[src/pewq_pkg.sv]
`default_nettype none

package pewq_pkg;

  localparam int TASK_W     = 6;
  localparam int LINK_W     = TASK_W + 1;
  localparam int PERIOD_W   = 16;
  localparam int MILLIS_W   = 32;
  localparam int NUM_REGS   = 4;
  localparam int CFG_IDX_W  = 2;
  localparam int RESULT_CAP = 64;
  localparam int CNT_W      = $clog2(RESULT_CAP + 1);

  localparam logic OP_WAIT = 1'b0;
  localparam logic OP_TICK = 1'b1;

  localparam logic [PERIOD_W-1:0] PERIOD_RESET [NUM_REGS] = '{
    16'd100, 16'd200, 16'd500, 16'd50
  };

  typedef struct packed {
    logic                operation;
    logic [1:0]          source;
    logic [TASK_W-1:0]   task_id;
    logic [MILLIS_W-1:0] millis;
  } request_t;

  typedef struct packed {
    logic              has_task;
    logic [TASK_W-1:0] woken_task;
    logic              reschedule;
    logic              last;
  } result_t;

  typedef enum logic [2:0] {
    ST_IDLE,
    ST_APPEND,
    ST_CHECK,
    ST_DIV,
    ST_DRAIN,
    ST_POP,
    ST_FINISH
  } state_t;

  function automatic logic [PERIOD_W-1:0] period_init(input int idx);
    logic [PERIOD_W-1:0] val;
    val = '0;
    if (idx < NUM_REGS) begin
      val = PERIOD_RESET[CFG_IDX_W'(idx)];
    end
    return val;
  endfunction

endpackage

`default_nettype wire

[src/periodic_event_wait_queues.sv]
// Channel   Ports                          Transfer
// -------   -----------------------------  -------------------------------------
// request   start, busy, request           edge with start high and busy low
// result    result_valid, result           every cycle result_valid is high
// config    cfg_write, cfg_index, cfg_data edge with cfg_write high
//
// A wait writes the link at the tail, or sets the head of an empty queue, then
// clears the link of the new entry. A tick checks each source in turn: it skips
// one whose period or millis is zero, else runs the shared 1 bit per cycle remainder
// unit; each woken task takes a link memory read and write-back, each drained queue a check.
// Synchronous reset empties all queues and loads the default periods.
// Results are not held: the receiver takes each one in its strobe cycle.
`default_nettype none

module periodic_event_wait_queues #(
  parameter int NUM_SOURCES = 4,
  parameter int MAX_TASKS   = 64
) (
  input  logic                           clk,
  input  logic                           rst,
  input  logic                           start,
  output logic                           busy,
  input  pewq_pkg::request_t             request,
  output logic                           result_valid,
  output pewq_pkg::result_t              result,
  input  logic                           cfg_write,
  input  logic [pewq_pkg::CFG_IDX_W-1:0] cfg_index,
  input  logic [pewq_pkg::PERIOD_W-1:0]  cfg_data
);

  import pewq_pkg::*;

  localparam int SRC_W   = (NUM_SOURCES > 1) ? $clog2(NUM_SOURCES) : 1;
  localparam int TASK_AW = $clog2(MAX_TASKS);

  state_t state, state_next;

  logic [PERIOD_W-1:0] period    [NUM_SOURCES];
  logic [LINK_W-1:0]   head_link [NUM_SOURCES];
  logic [TASK_W-1:0]   tail      [NUM_SOURCES];

  logic [SRC_W-1:0]    src_q;
  logic [TASK_W-1:0]   task_q;
  logic [MILLIS_W-1:0] millis_q;
  logic [SRC_W-1:0]    s_q;
  logic [CNT_W-1:0]    n_q;
  logic                pend_valid;
  logic [TASK_W-1:0]   pend_task;

  logic                accept;
  logic                req_ok;
  logic [SRC_W-1:0]    src_i;
  logic [SRC_W-1:0]    q_idx;
  logic [LINK_W-1:0]   head_cur;
  logic [TASK_W-1:0]   tail_cur;
  logic [PERIOD_W-1:0] period_cur;
  logic                last_src;
  logic                skip_src;
  logic                cap_hit;

  logic                ram_we;
  logic [TASK_AW-1:0]  ram_waddr;
  logic [LINK_W-1:0]   ram_wdata;
  logic [TASK_AW-1:0]  ram_raddr;
  logic [LINK_W-1:0]   ram_rdata;
  logic                rem_start;
  logic                rem_done;
  logic                rem_zero;

  logic                head_set;
  logic                adv;
  logic                emit;
  result_t             emit_res;

  assign busy       = (state != ST_IDLE);
  assign accept     = start && !busy;
  assign req_ok     = (32'(request.source) < NUM_SOURCES) && (32'(request.task_id) < MAX_TASKS);
  assign src_i      = SRC_W'(request.source);
  assign q_idx      = (state == ST_IDLE) ? src_i : s_q;
  assign head_cur   = head_link[q_idx];
  assign tail_cur   = tail[q_idx];
  assign period_cur = period[s_q];
  assign last_src   = (s_q == SRC_W'(NUM_SOURCES - 1));
  assign skip_src   = (millis_q == '0) || (period_cur == '0);
  assign cap_hit    = (n_q == CNT_W'(RESULT_CAP));
  assign ram_raddr  = TASK_AW'(head_cur[TASK_W-1:0]);

  pewq_ram #(
    .WIDTH (LINK_W),
    .DEPTH (MAX_TASKS)
  ) u_link_ram (
    .clk   (clk),
    .we    (ram_we),
    .waddr (ram_waddr),
    .wdata (ram_wdata),
    .raddr (ram_raddr),
    .rdata (ram_rdata)
  );

  pewq_rem u_rem (
    .clk      (clk),
    .rst      (rst),
    .start    (rem_start),
    .dividend (millis_q),
    .divisor  (period_cur),
    .done     (rem_done),
    .is_zero  (rem_zero)
  );

  always_comb begin
    state_next = state;
    unique case (state)
      ST_IDLE: begin
        if (accept) begin
          if (request.operation == OP_TICK) begin
            state_next = ST_CHECK;
          end else if (req_ok) begin
            state_next = ST_APPEND;
          end
        end
      end
      ST_APPEND: begin
        state_next = ST_IDLE;
      end
      ST_CHECK: begin
        if (!skip_src) begin
          state_next = ST_DIV;
        end else begin
          state_next = last_src ? ST_FINISH : ST_CHECK;
        end
      end
      ST_DIV: begin
        if (rem_done) begin
          if (rem_zero) begin
            state_next = ST_DRAIN;
          end else begin
            state_next = last_src ? ST_FINISH : ST_CHECK;
          end
        end
      end
      ST_DRAIN: begin
        if (cap_hit) begin
          state_next = ST_FINISH;
        end else if (head_cur[TASK_W]) begin
          state_next = ST_POP;
        end else begin
          state_next = last_src ? ST_FINISH : ST_CHECK;
        end
      end
      ST_POP: begin
        state_next = ST_DRAIN;
      end
      ST_FINISH: begin
        state_next = ST_IDLE;
      end
      default: begin
        state_next = ST_IDLE;
      end
    endcase
  end

  always_comb begin
    ram_we    = 1'b0;
    ram_waddr = TASK_AW'(task_q);
    ram_wdata = '0;
    rem_start = 1'b0;
    head_set  = 1'b0;
    adv       = 1'b0;
    emit      = 1'b0;
    emit_res  = '0;
    unique case (state)
      ST_IDLE: begin
        if (accept && (request.operation == OP_WAIT) && req_ok) begin
          if (head_cur[TASK_W]) begin
            ram_we    = 1'b1;
            ram_waddr = TASK_AW'(tail_cur);
            ram_wdata = {1'b1, request.task_id};
          end else begin
            head_set = 1'b1;
          end
        end
      end
      ST_APPEND: begin
        ram_we    = 1'b1;
        ram_waddr = TASK_AW'(task_q);
        ram_wdata = '0;
      end
      ST_CHECK: begin
        rem_start = !skip_src;
        adv       = skip_src;
      end
      ST_DIV: begin
        adv = rem_done && !rem_zero;
      end
      ST_DRAIN: begin
        adv = !cap_hit && !head_cur[TASK_W];
      end
      ST_POP: begin
        ram_we    = 1'b1;
        ram_waddr = TASK_AW'(head_cur[TASK_W-1:0]);
        ram_wdata = '0;
        emit      = pend_valid;
        emit_res  = '{has_task: 1'b1, woken_task: pend_task, reschedule: 1'b0, last: 1'b0};
      end
      ST_FINISH: begin
        emit = 1'b1;
        if (pend_valid) begin
          emit_res = '{has_task: 1'b1, woken_task: pend_task, reschedule: 1'b1, last: 1'b1};
        end else begin
          emit_res = '{has_task: 1'b0, woken_task: '0, reschedule: 1'b0, last: 1'b1};
        end
      end
      default: begin
        emit = 1'b0;
      end
    endcase
  end

  always_ff @(posedge clk) begin
    if (rst) begin
      state        <= ST_IDLE;
      result_valid <= 1'b0;
      s_q          <= '0;
      n_q          <= '0;
      pend_valid   <= 1'b0;
      for (int i = 0; i < NUM_SOURCES; i++) begin
        period[i]    <= period_init(i);
        head_link[i] <= '0;
        tail[i]      <= '0;
      end
    end else begin
      state        <= state_next;
      result_valid <= emit;
      if (cfg_write && (32'(cfg_index) < NUM_REGS) && (32'(cfg_index) < NUM_SOURCES)) begin
        period[SRC_W'(cfg_index)] <= cfg_data;
      end
      if (accept) begin
        s_q        <= '0;
        n_q        <= '0;
        pend_valid <= 1'b0;
      end
      if (head_set) begin
        head_link[q_idx] <= {1'b1, request.task_id};
      end
      if (state == ST_APPEND) begin
        tail[src_q] <= task_q;
      end
      if (adv && !last_src) begin
        s_q <= s_q + 1'b1;
      end
      if (state == ST_POP) begin
        head_link[s_q] <= ram_rdata;
        n_q            <= n_q + 1'b1;
        pend_valid     <= 1'b1;
      end
    end
  end

  always_ff @(posedge clk) begin
    if (accept) begin
      src_q    <= src_i;
      task_q   <= request.task_id;
      millis_q <= request.millis;
    end
    if (state == ST_POP) begin
      pend_task <= head_cur[TASK_W-1:0];
    end
    result <= emit_res;
  end

endmodule

`default_nettype wire

[src/pewq_ram.sv]
`default_nettype none

module pewq_ram #(
  parameter int WIDTH = 7,
  parameter int DEPTH = 64
) (
  input  logic                     clk,
  input  logic                     we,
  input  logic [$clog2(DEPTH)-1:0] waddr,
  input  logic [WIDTH-1:0]         wdata,
  input  logic [$clog2(DEPTH)-1:0] raddr,
  output logic [WIDTH-1:0]         rdata
);

  logic [WIDTH-1:0] mem [DEPTH];

  always_ff @(posedge clk) begin
    if (we) begin
      mem[waddr] <= wdata;
    end
    rdata <= mem[raddr];
  end

endmodule

`default_nettype wire

[src/pewq_rem.sv]
`default_nettype none

module pewq_rem (
  input  logic                          clk,
  input  logic                          rst,
  input  logic                          start,
  input  logic [pewq_pkg::MILLIS_W-1:0] dividend,
  input  logic [pewq_pkg::PERIOD_W-1:0] divisor,
  output logic                          done,
  output logic                          is_zero
);

  import pewq_pkg::*;

  localparam int STEP_W = $clog2(MILLIS_W);

  logic                running;
  logic [STEP_W-1:0]   step;
  logic [MILLIS_W-1:0] quo;
  logic [PERIOD_W-1:0] rem;
  logic [PERIOD_W-1:0] dvs;
  logic [PERIOD_W:0]   shifted;
  logic [PERIOD_W:0]   diff;
  logic [PERIOD_W-1:0] rem_next;

  // restoring division, one quotient bit per cycle
  assign shifted  = {rem, quo[MILLIS_W-1]};
  assign diff     = shifted - {1'b0, dvs};
  assign rem_next = (shifted >= {1'b0, dvs}) ? diff[PERIOD_W-1:0] : shifted[PERIOD_W-1:0];
  assign is_zero  = (rem == '0);

  always_ff @(posedge clk) begin
    if (rst) begin
      running <= 1'b0;
      done    <= 1'b0;
      step    <= '0;
    end else begin
      done <= 1'b0;
      if (start) begin
        running <= 1'b1;
        step    <= '0;
      end else if (running) begin
        step <= step + 1'b1;
        if (step == STEP_W'(MILLIS_W - 1)) begin
          running <= 1'b0;
          done    <= 1'b1;
        end
      end
    end
  end

  always_ff @(posedge clk) begin
    if (start) begin
      quo <= dividend;
      rem <= '0;
      dvs <= divisor;
    end else if (running) begin
      quo <= {quo[MILLIS_W-2:0], 1'b0};
      rem <= rem_next;
    end
  end

endmodule

`default_nettype wire

[config.mk]
export PLATFORM = sky130hd
export DESIGN_NAME = periodic_event_wait_queues
export DESIGN_NICKNAME = d
export VERILOG_FILES = /design/src/pewq_pkg.sv /design/src/periodic_event_wait_queues.sv /design/src/pewq_ram.sv /design/src/pewq_rem.sv
export SDC_FILE = /design/constraint.sdc
export NUM_CORES = 1
export LEC_CHECK = 0
export BUFFER_PORTS_ARGS = -buffer_cell sky130_fd_sc_hd__buf_2
export CAP_MARGIN = 20
export CORE_ASPECT_RATIO = 0.5
export CORE_MARGIN = 5
export CORE_UTILIZATION = 45
export CTS_CLUSTER_SIZE = 30
export DETAILED_ROUTE_END_ITERATION = 8
export PLACE_DENSITY_LB_ADDON = 0.05
export SYNTH_ARGS = -nofsm -noshare
export SYNTH_HDL_FRONTEND = slang
export SYNTH_HIERARCHICAL = 1
export SYNTH_SLANG_ARGS = --single-unit
export TNS_END_PERCENT = 1
[constraint.sdc]
create_clock -name clk -period 8.1 [get_ports clk]
set_input_delay 0.81 -clock clk [delete_from_list [all_inputs] [get_ports clk]]
set_output_delay 0.81 -clock clk [all_outputs]
set_load 0.05 [all_outputs]
# == After elaboration in Yosys (flattened, before gate mapping) ==
# Memories as Yosys holds them, arrays and structs flattened. A register that Yosys moved wholly into a read port is not among the register bits.
# Cells that the tools add are included.
# op_classes
n_addsub,4
n_lt_le_gt_ge,1
eq_ne,11
n_mux,72
n_bitwise,2
n_reduce_logical,28
# op_table
cell,count
two-way mux 16 bit,4
two-way mux 32 bit,2
two-way mux 7 bit,7
zero test 16 bit,2
zero test 32 bit,1
two-way mux 1 bit,32
two-way mux 3 bit,7
two-way mux 2 bit,10
two-way mux 6 bit,3
one-hot mux 9 bit (2 select lines),1
greater-or-equal comparator 17 x 16 -> 1 bit,1
OR reduction 16 bit,1
subtractor 16 bit,1
one-hot mux 3 bit (5 select lines),1
OR reduction 7 bit,2
one-hot mux 6 bit (2 select lines),1
== test 3 bit (second input constant),3
two-way mux 9 bit,1
adder 7 x 1 -> 7 bit (second input constant),1
== test 7 bit (second input constant),1
== test 3 x 2 -> 1 bit (second input constant),2
zero test 1 bit,6
nonzero test 2 bit,3
OR reduction 6 bit,1
17 further kinds,24
# totals
reg_bits,140
ramBits,564
output_inout_bits,11
word_cells,141
mem_count,4
# memory_table
name,depth,word_bits,read_ports,rd_clocked_by_memory_dff,write_ports,line_no,rtl
u_link_ram.mem,64,7,1,1,1,pewq_ram.sv:15,logic [WIDTH-1:0] mem [DEPTH];
period,4,16,1,1,4,periodic_event_wait_queues.sv:38,logic [PERIOD_W-1:0] period [NUM_SOURCES];
head_link,4,7,1,0,4,periodic_event_wait_queues.sv:39,logic [LINK_W-1:0] head_link [NUM_SOURCES];
tail,4,6,1,0,4,periodic_event_wait_queues.sv:40,logic [TASK_W-1:0] tail [NUM_SOURCES];

# == Longest topological paths before layout ==
# Gate-level depths: netlist of run 1.
# depth
depth_word,12
mapped_depth,14
depth_no_buf,11

# == By module ==
# The synthesis of run 1 kept the hierarchy.
# modules_own_cells
module,instances,cells_each,area_each_um2,seq_area_each_um2
pewq_ram,1,827,17635.7,13593.0
periodic_event_wait_queues,1,516,7782.5,5365.1
pewq_rem,1,344,3868.7,1901.8

# == Worst setup path after synthesis of run 1 ==
# OpenSTA, ideal clock, no wires.
# synth_path
path_kind,reg2reg
from,register state[2]
to,"memory u_link_ram.mem[39][0], enable pin"
setup_time_ns,0.360
arrival_ns,3.643
setup_slack_ns,4.096
stages_incl_launch_ff,14
n_path_buf,3
synth_period_minus_slack_ns,4.004
cell_sequence,dfxtp_1 -> nor3_4 -> inv_1 -> mux2i_1 -> mux2_4 -> clkbuf_1 -> nand2_1 -> inv_2 -> a22oi_1 -> o21ai_1 -> clkbuf_1 -> or3b_2 -> clkbuf_1 -> nor2_1
# synth_via
elab_cells_between_ends,19
# synth_lines
item,line_no,rtl
start: declaration,periodic_event_wait_queues.sv:36,"state_t state, state_next;"
start signal: assignment,periodic_event_wait_queues.sv:232,state <= state_next;
nonzero test 3 bit,periodic_event_wait_queues.sv:75,assign busy = (state != ST_IDLE);
via busy,periodic_event_wait_queues.sv:22,"output logic busy,"
zero test 1 bit,periodic_event_wait_queues.sv:76,assign accept = start && !busy;
logical AND 1 bit,periodic_event_wait_queues.sv:76,
logical AND 1 bit,periodic_event_wait_queues.sv:173,if (accept && (request.operation == OP_WAIT) && req_ok) begin
two-way mux 6 bit,periodic_event_wait_queues.sv:173,
one-hot mux 6 bit (2 select lines),periodic_event_wait_queues.sv:171,unique case (state)
via ram_waddr[5],periodic_event_wait_queues.sv:62,logic [TASK_AW-1:0] ram_waddr;
end: declaration,pewq_ram.sv:15,
# The timed path passes the listed nets, and every way through them passes these cells.

# == Worst setup path after layout of run 1 ==
# layout_path
from,register state[1]
to,"memory u_link_ram.mem[22][3], enable pin"
# layout_via
elab_cells_between_ends,19
# layout_lines
item,line_no,rtl
zero test 3 bit,periodic_event_wait_queues.sv:79,assign q_idx = (state == ST_IDLE) ? src_i : s_q;
two-way mux 2 bit,periodic_event_wait_queues.sv:79,
memory read (4 x 7 bit),--,
via head_cur[0],periodic_event_wait_queues.sv:54,logic [LINK_W-1:0] head_cur;
one-hot mux 6 bit (2 select lines),periodic_event_wait_queues.sv:171,
via ram_waddr[0],periodic_event_wait_queues.sv:62,
# The timed path passes the listed nets, and every way through them passes these cells.

==> impl_metrics.toml, run 1 <==
[status]
outcome = "finished clean"

[worst_setup_path]
crit_fanout = 34
reg2reg_from = "state[1]$_SDFFE_PP0P_"
arrival_ns = 5.31
setup.worst_path.end_class = "flop"
crit_buf_inv = 1
critPathKind = "flop to flop"
reg2reg_depth = 9
cp_top_family = "simple AND/OR/NAND/NOR gates"
cp_slowest_stage_delay_ns = 1.03
crit_required_ns = 8.36
worstSetupStartpointType = "flop"
critPathCapture = "u_link_ram/mem[22][3]$_DFFE_PP_"
cp_slowest_cell = "mux4_4"
path_depth = 9
r2r_slack_ns = 3.04
crit_start = "state[1]$_SDFFE_PP0P_"
worstPathCellList = "nor3_4 > mux2i_2 > buf_4 > mux4_4 > a22oi_1 > o21ai_1 > nor2b_1 > nand3_1 > nor2_1"
reg2reg_to = "u_link_ram/mem[22][3]$_DFFE_PP_"

[power]
leakage_nw = 9.84
p_total_mw = 8.32
p_sw_frac = 0.252
power_density_nw_per_um2 = 256
ir_drop_v = 0.000136
internal_power_mw = 6.22
comb_power_share = 0.132
power_frac_seq = 0.511
power.net_switching_mw = 2.10
clockPowerShare = 0.357

[clock_network]
cts_hold_buf = 0
post_cts_buffers = 0
cts_tree = "built"
clk_latency_ns = 0.65
cts_sinks = 713
htree_levels = 2
root_buffer = "clkbuf_16"
cts_resized = 0
clk_pin_slew_ns = 0.06
clockBufferDepth = 3
cts_buffers = 60

[logic_synthesis]
synth.distinct_cells = 86
synth_top_area_frac = 0.675
syn_area_um2 = 29300
synth_edf_count = 658
syn_inst = 1687
synthMostInstantiatedCell = "edfxtp_1"
avgSynthCellArea_um2 = 17.4
ys_warn_count = 6
synth-seq-cells = 713
synth_area_leaders = "edfxtp_1 (67%), mux4_2 (10%), dfxtp_1 (3.8%), nor2_1 (1.9%), mux2_2 (1.3%)"
ys_seq_area_frac = 0.712
yosys.area.top_type = "edfxtp_1"
syn-num-nets = 1772
synth_commonest_cells = "edfxtp_1 (658), nor2_1 (150), mux4_2 (135), dfxtp_1 (55), and2_1 (49)"
synthArstFlopShare = 0
synth_ff_type = "edfxtp_1"

[die]
start_util = 0.452
core_area_um2 = 64700
io-pin-count = 74
fp.dieArea_um2 = 70600
die_w_um = 371
die-height_um = 190
rows = 66

[worst_hold_path]
whs_path_depth = 1
hold_class = "input pin to flop"

[timing]
skew_ns = 0.0403
finalCritPeriodShare = 0.624
hold_viol_final = 0
period_needed_ns = 5.06
fin_hold_ws_ns = 0.365
slew_headroom = 0.297
setup_tns_ns = 0
layout_setup_ws_ns = 3.04
worstMarginPinSlew_ns = 1.05
max_freq_mhz = 198
slew_violations = 0
rsz0062_at_grt = "no"
setup_viol = 0

[cells_and_area]
fin_cells = 2686
num_antenna_cells = 0
layout-drive-gt1-share = 0.225
area_delta_synth_final_pct = 11.1
fin_area_um2 = 32500
layout.nets = 1841
utilization = 0.502

[place]
hpwl_um = 44600
dp_slack_ns = 2.98
portBuffers = 73
dp.cells = 2577
place_area_um2 = 30500
place_congestion = 0.835

[drt]
routed_wl_um = 70300
wl_per_cell_um = 26.2
post_drt_via_cell_ratio = 5.90
drc = 0
vias = 15800
first_iter_violations = 1331
drt.antenna.violating_nets = 0
first_pass_iters = 5

[global_route]
grt_pass1_wl_um = 104000
grt.overflow.total = 0
gr-usage-all-layers = 0.199
grt_pass1_vias = 16000
antenna_found_initial = 0
grt_max_degree = 65

[job]
maxCapViolCount = 0
kinds of logic after synthesis:
family	count (synthesis)	synth area share
AND/OR/NAND/NOR	408	0.0714
XOR/XNOR	15	0.00449
AO/OA/AOI/OAI	194	0.0480
adder cells (fa/ha/maj)	22	0.00966
flip-flops	713	0.712
multiplexers	205	0.133
buffers and inverters	130	0.0216
power by group through the flow:
| stage | Combinational [mW] | Clock (mW) | Sequential (mW) |
|---|---|---|---|
| 2_1_floorplan | 0.816 | 0 | 4.28 |
| 4_1_cts | 1.10 | 3.04 | 4.25 |
| 3_5_place_dp | 1.09 | 0 | 4.33 |
| 3_3_place_gp | 1.07 | 0 | 4.32 |
| 5_1_grt | 1.19 | 3.21 | 4.26 |
| 6_report | 1.10 | 2.97 | 4.25 |
worst min-delay path by stage:
stage | endpoint | start | slack, ns
3_5_place_dp | result[7]$_DFF_P_ | pend_task[5]$_DFFE_PP_ | 0.44
5_1_grt | millis_q[4]$_DFFE_PN_ | request[4] | 0.32
2_1_floorplan | result[2]$_DFF_P_ | pend_task[0]$_DFFE_PP_ | 0.42
6_report | millis_q[2]$_DFFE_PN_ | request[2] | 0.37
4_1_cts | millis_q[4]$_DFFE_PN_ | request[4] | 0.32
3_3_place_gp | result[7]$_DFF_P_ | pend_task[5]$_DFFE_PP_ | 0.43
routing by layer:
| layer | routed length, um | vias up | GRT usage |
|---|---|---|---|
| li1 | - | 6881 | - |
| met1 | 30700 | 8338 | 0.276 |
| met2 | 33700 | 532 | 0.326 |
| met3 | 4400 | 94 | 0.0422 |
| met4 | 1490 | 0 | 0.0467 |
| met5 | 0 | - | 0 |
area by class of cell:
type | count | area (um2)
well taps | 884 | 1110
clock buffers | 70 | 1590
clock inverters | 38 | 415
inverters | 46 | 174
fillers | 5278 | 32200
multi-input cells | 844 | 7880
repair buffers | 91 | 498
flip-flops and latches | 713 | 20900
layout by cell type (no fill, tap or decap), drive strengths merged, types with 19 or more instances in the layout:
| cell | count |
|---|---|
| edfxtp | 658 |
| nor2 | 151 |
| mux4 | 140 |
| buf | 91 |
| clkbuf | 70 |
| dfxtp | 55 |
| and2 | 50 |
| inv | 49 |
| nand2 | 44 |
| mux2 | 40 |
| o21ai | 35 |
| a21oi | 33 |
| nand3 | 31 |
| nor4 | 27 |
| mux2i | 25 |
| clkinv | 25 |
| ha | 21 |
| a22oi | 20 |
| nor3 | 19 |
| and3 | 19 |
registers in the layout (all words and copies together) (netlist names), 16 cells and up, named ones only:
name	flops
u_link_ram/mem	448
period	64
millis_q	32
head_link	28
u_rem/rem	16
u_rem/dvs	16
tail	24
u_rem/quo	32
worst register-to-register path, stage by stage, from the launching register on:
cell	delay [ns]
dfxtp_1	0.47
nor3_4	0.32
mux2i_2	0.25
buf_4	0.28
mux4_4	1.04
a22oi_1	0.31
o21ai_1	0.23
nor2b_1	0.30
nand3_1	0.74
nor2_1	0.76
No activity file was read; power rests on OpenSTA's default activity.
==> run 2: changes to the inputs <==
==> constraint.sdc (replaced) <==
create_clock -name clk -period 4.9 [get_ports clk]
set_input_delay 0.49 -clock clk [delete_from_list [all_inputs] [get_ports clk]]
set_output_delay 0.49 -clock clk [all_outputs]
set_load 0.05 [all_outputs]
==> run 2 against run 1 <==
Net effect:
- flip-flop and latch count unchanged
- register-to-register slack got worse by 2.6 ns
- combinational power increased by 69%
- fmax increased by 14%
- sequential power increased by 65%
- sequential share of layout area decreased by 1.1 points
- setup slack got worse by 2.6 ns
- via count increased by 0.65%
- global-route usage increased by 0.10 points
- clock skew decreased by 0.013 ns
- design area increased by 1.7%
- utilization increased by 0.84 points
- critical path type unchanged
- critical endpoint is now u_link_ram/mem[61][3]$_DFFE_PP_
- largest cell class unchanged
- highest routed layer unchanged
==> impl_metrics.toml, run 2 (synthesized netlist as in run 1, its figures left out) <==
[place]
portBuffers = 73
hpwl_um = 44700
dp_slack_ns = 0.578
place_congestion = 0.817
place_area_um2 = 30900

[cells_and_area]
layout-drive-gt1-share = 0.247
num_antenna_cells = 0
final_common_cell = "edfxtp_1"
most-common-layout-cells = "edfxtp_1 (658), nor2_1 (149), mux4_2 (132)"
area_delta_synth_final_pct = 12.9
layout.nets = 1898
reg.largest.list = "u_link_ram/mem: 448 flops, period: 64 flops"
fillers = 5308
fin_area_um2 = 33100
top_register = "u_link_ram/mem"
largest_reg_flops = 448

[die]
die_w_um = 371
start_util = 0.452
rows = 66
fp.dieArea_um2 = 70600
core_area_um2 = 64700
io-pin-count = 74
die-height_um = 190

[drt]
vias = 15900
first_pass_iters = 6
drc = 0
wl_per_cell_um = 25.6
first_iter_violations = 1181
post_drt_via_cell_ratio = 5.80
drt.antenna.violating_nets = 0
routed_wl_um = 70300

[global_route]
antenna_found_initial = 0
grt_max_degree = 96
grt.overflow.total = 0
gr-usage-all-layers = 0.200
grt_pass1_wl_um = 105000
grt_pass1_vias = 16300

[worst_setup_path]
arrival_ns = 4.65
critPathKind = "flop to flop"
setup.worst_path.end_class = "flop"
crit_required_ns = 5.13
crit_fanout = 13
worstSetupStartpointType = "flop"

[timing]
hold_viol_final = 0
finalCritPeriodShare = 0.902
max_freq_mhz = 226
slew_violations = 0
period_needed_ns = 4.42
fin_hold_ws_ns = 0.0570
layout_setup_ws_ns = 0.480
slew_headroom = 0.294
setup_viol = 0
setup_tns_ns = 0
rsz0062_at_grt = "no"
worstMarginPinSlew_ns = 1.06
skew_ns = 0.0277

[power]
power_density_nw_per_um2 = 423
leakage_nw = 10.2
ir_drop_v = 0.000199
p_total_mw = 14.0

[clock_network]
cts_hold_buf = 0
post_cts_buffers = 0
cts_buffers = 66
cts_tree = "built"
clk_latency_ns = 0.62
cts_resized = 0
clk_pin_slew_ns = 0.06
clockBufferDepth = 3
root_buffer = "clkbuf_16"
cts_sinks = 713
htree_levels = 3

[status]
outcome = "finished clean"

[job]
maxCapViolCount = 0

[worst_hold_path]
hold_class = "input pin to flop"
[run 2: changes by cell type in the layout (fill, tap and decap cells not counted), sizes merged]
cell    before  now
buf         91  142
bufinv       7    4
clkbuf      70   82
clkinv      25   27
inv         49   50
[run 2: final cells by class]
class	instances	area (um2)	share of cell area
clock buffer	82	1800	0.0546
multi-input combinational	844	7860	0.238
sequential	713	20900	0.631
clock inverter	38	320	0.00969
inverter	46	173	0.00522
tap	884	1110	0.0334
timing repair buffer	142	948	0.0287
[run 2: routing by layer]
layer	global-route usage	wire [um]
met1	0.276	30600
met2	0.333	34500
met3	0.0383	3880
met4	0.0465	1330
met5	0	0
[run 2: path summary, 6_finish.rpt]
check                         startpoint                         endpoint  slack (ns)  cells past startpoint
setup / recovery   state[1]$_SDFFE_PP0P_  u_link_ram/mem[61][3]$_DFFE_PP_        0.48                      9
hold / removal                request[9]            millis_q[9]$_DFFE_PN_        0.06                      1
setup reg to reg   state[1]$_SDFFE_PP0P_  u_link_ram/mem[61][3]$_DFFE_PP_        0.48                      9
hold reg to reg   pend_task[1]$_DFFE_PP_                result[3]$_DFF_P_        0.44                      1
[run 2: power breakdown]
part / internal (mW) / switching (mW)
logic: 0.726 / 1.13
registers: 6.87 / 0.153
clock network: 2.85 / 2.26
total: 10.4 / 3.55
[run 2: metrics by stage]
step,std cells,util
after CTS,2747,0.510
after floorplan,1687,-
after detailed placement,2627,0.477
after global routing,2749,0.511
final,2749,0.511
after global placement,2626,0.477
[run 2: worst max-delay path, stage by stage (launching register included)]
cell,delay [ns]
dfxtp_1,0.46
nor3_4,0.32
mux2i_2,0.29
buf_4,0.23
mux4_4,0.70
a22oi_1,0.23
o21ai_1,0.27
nor2b_1,0.22
nand3_1,0.55
nor2_1,0.74
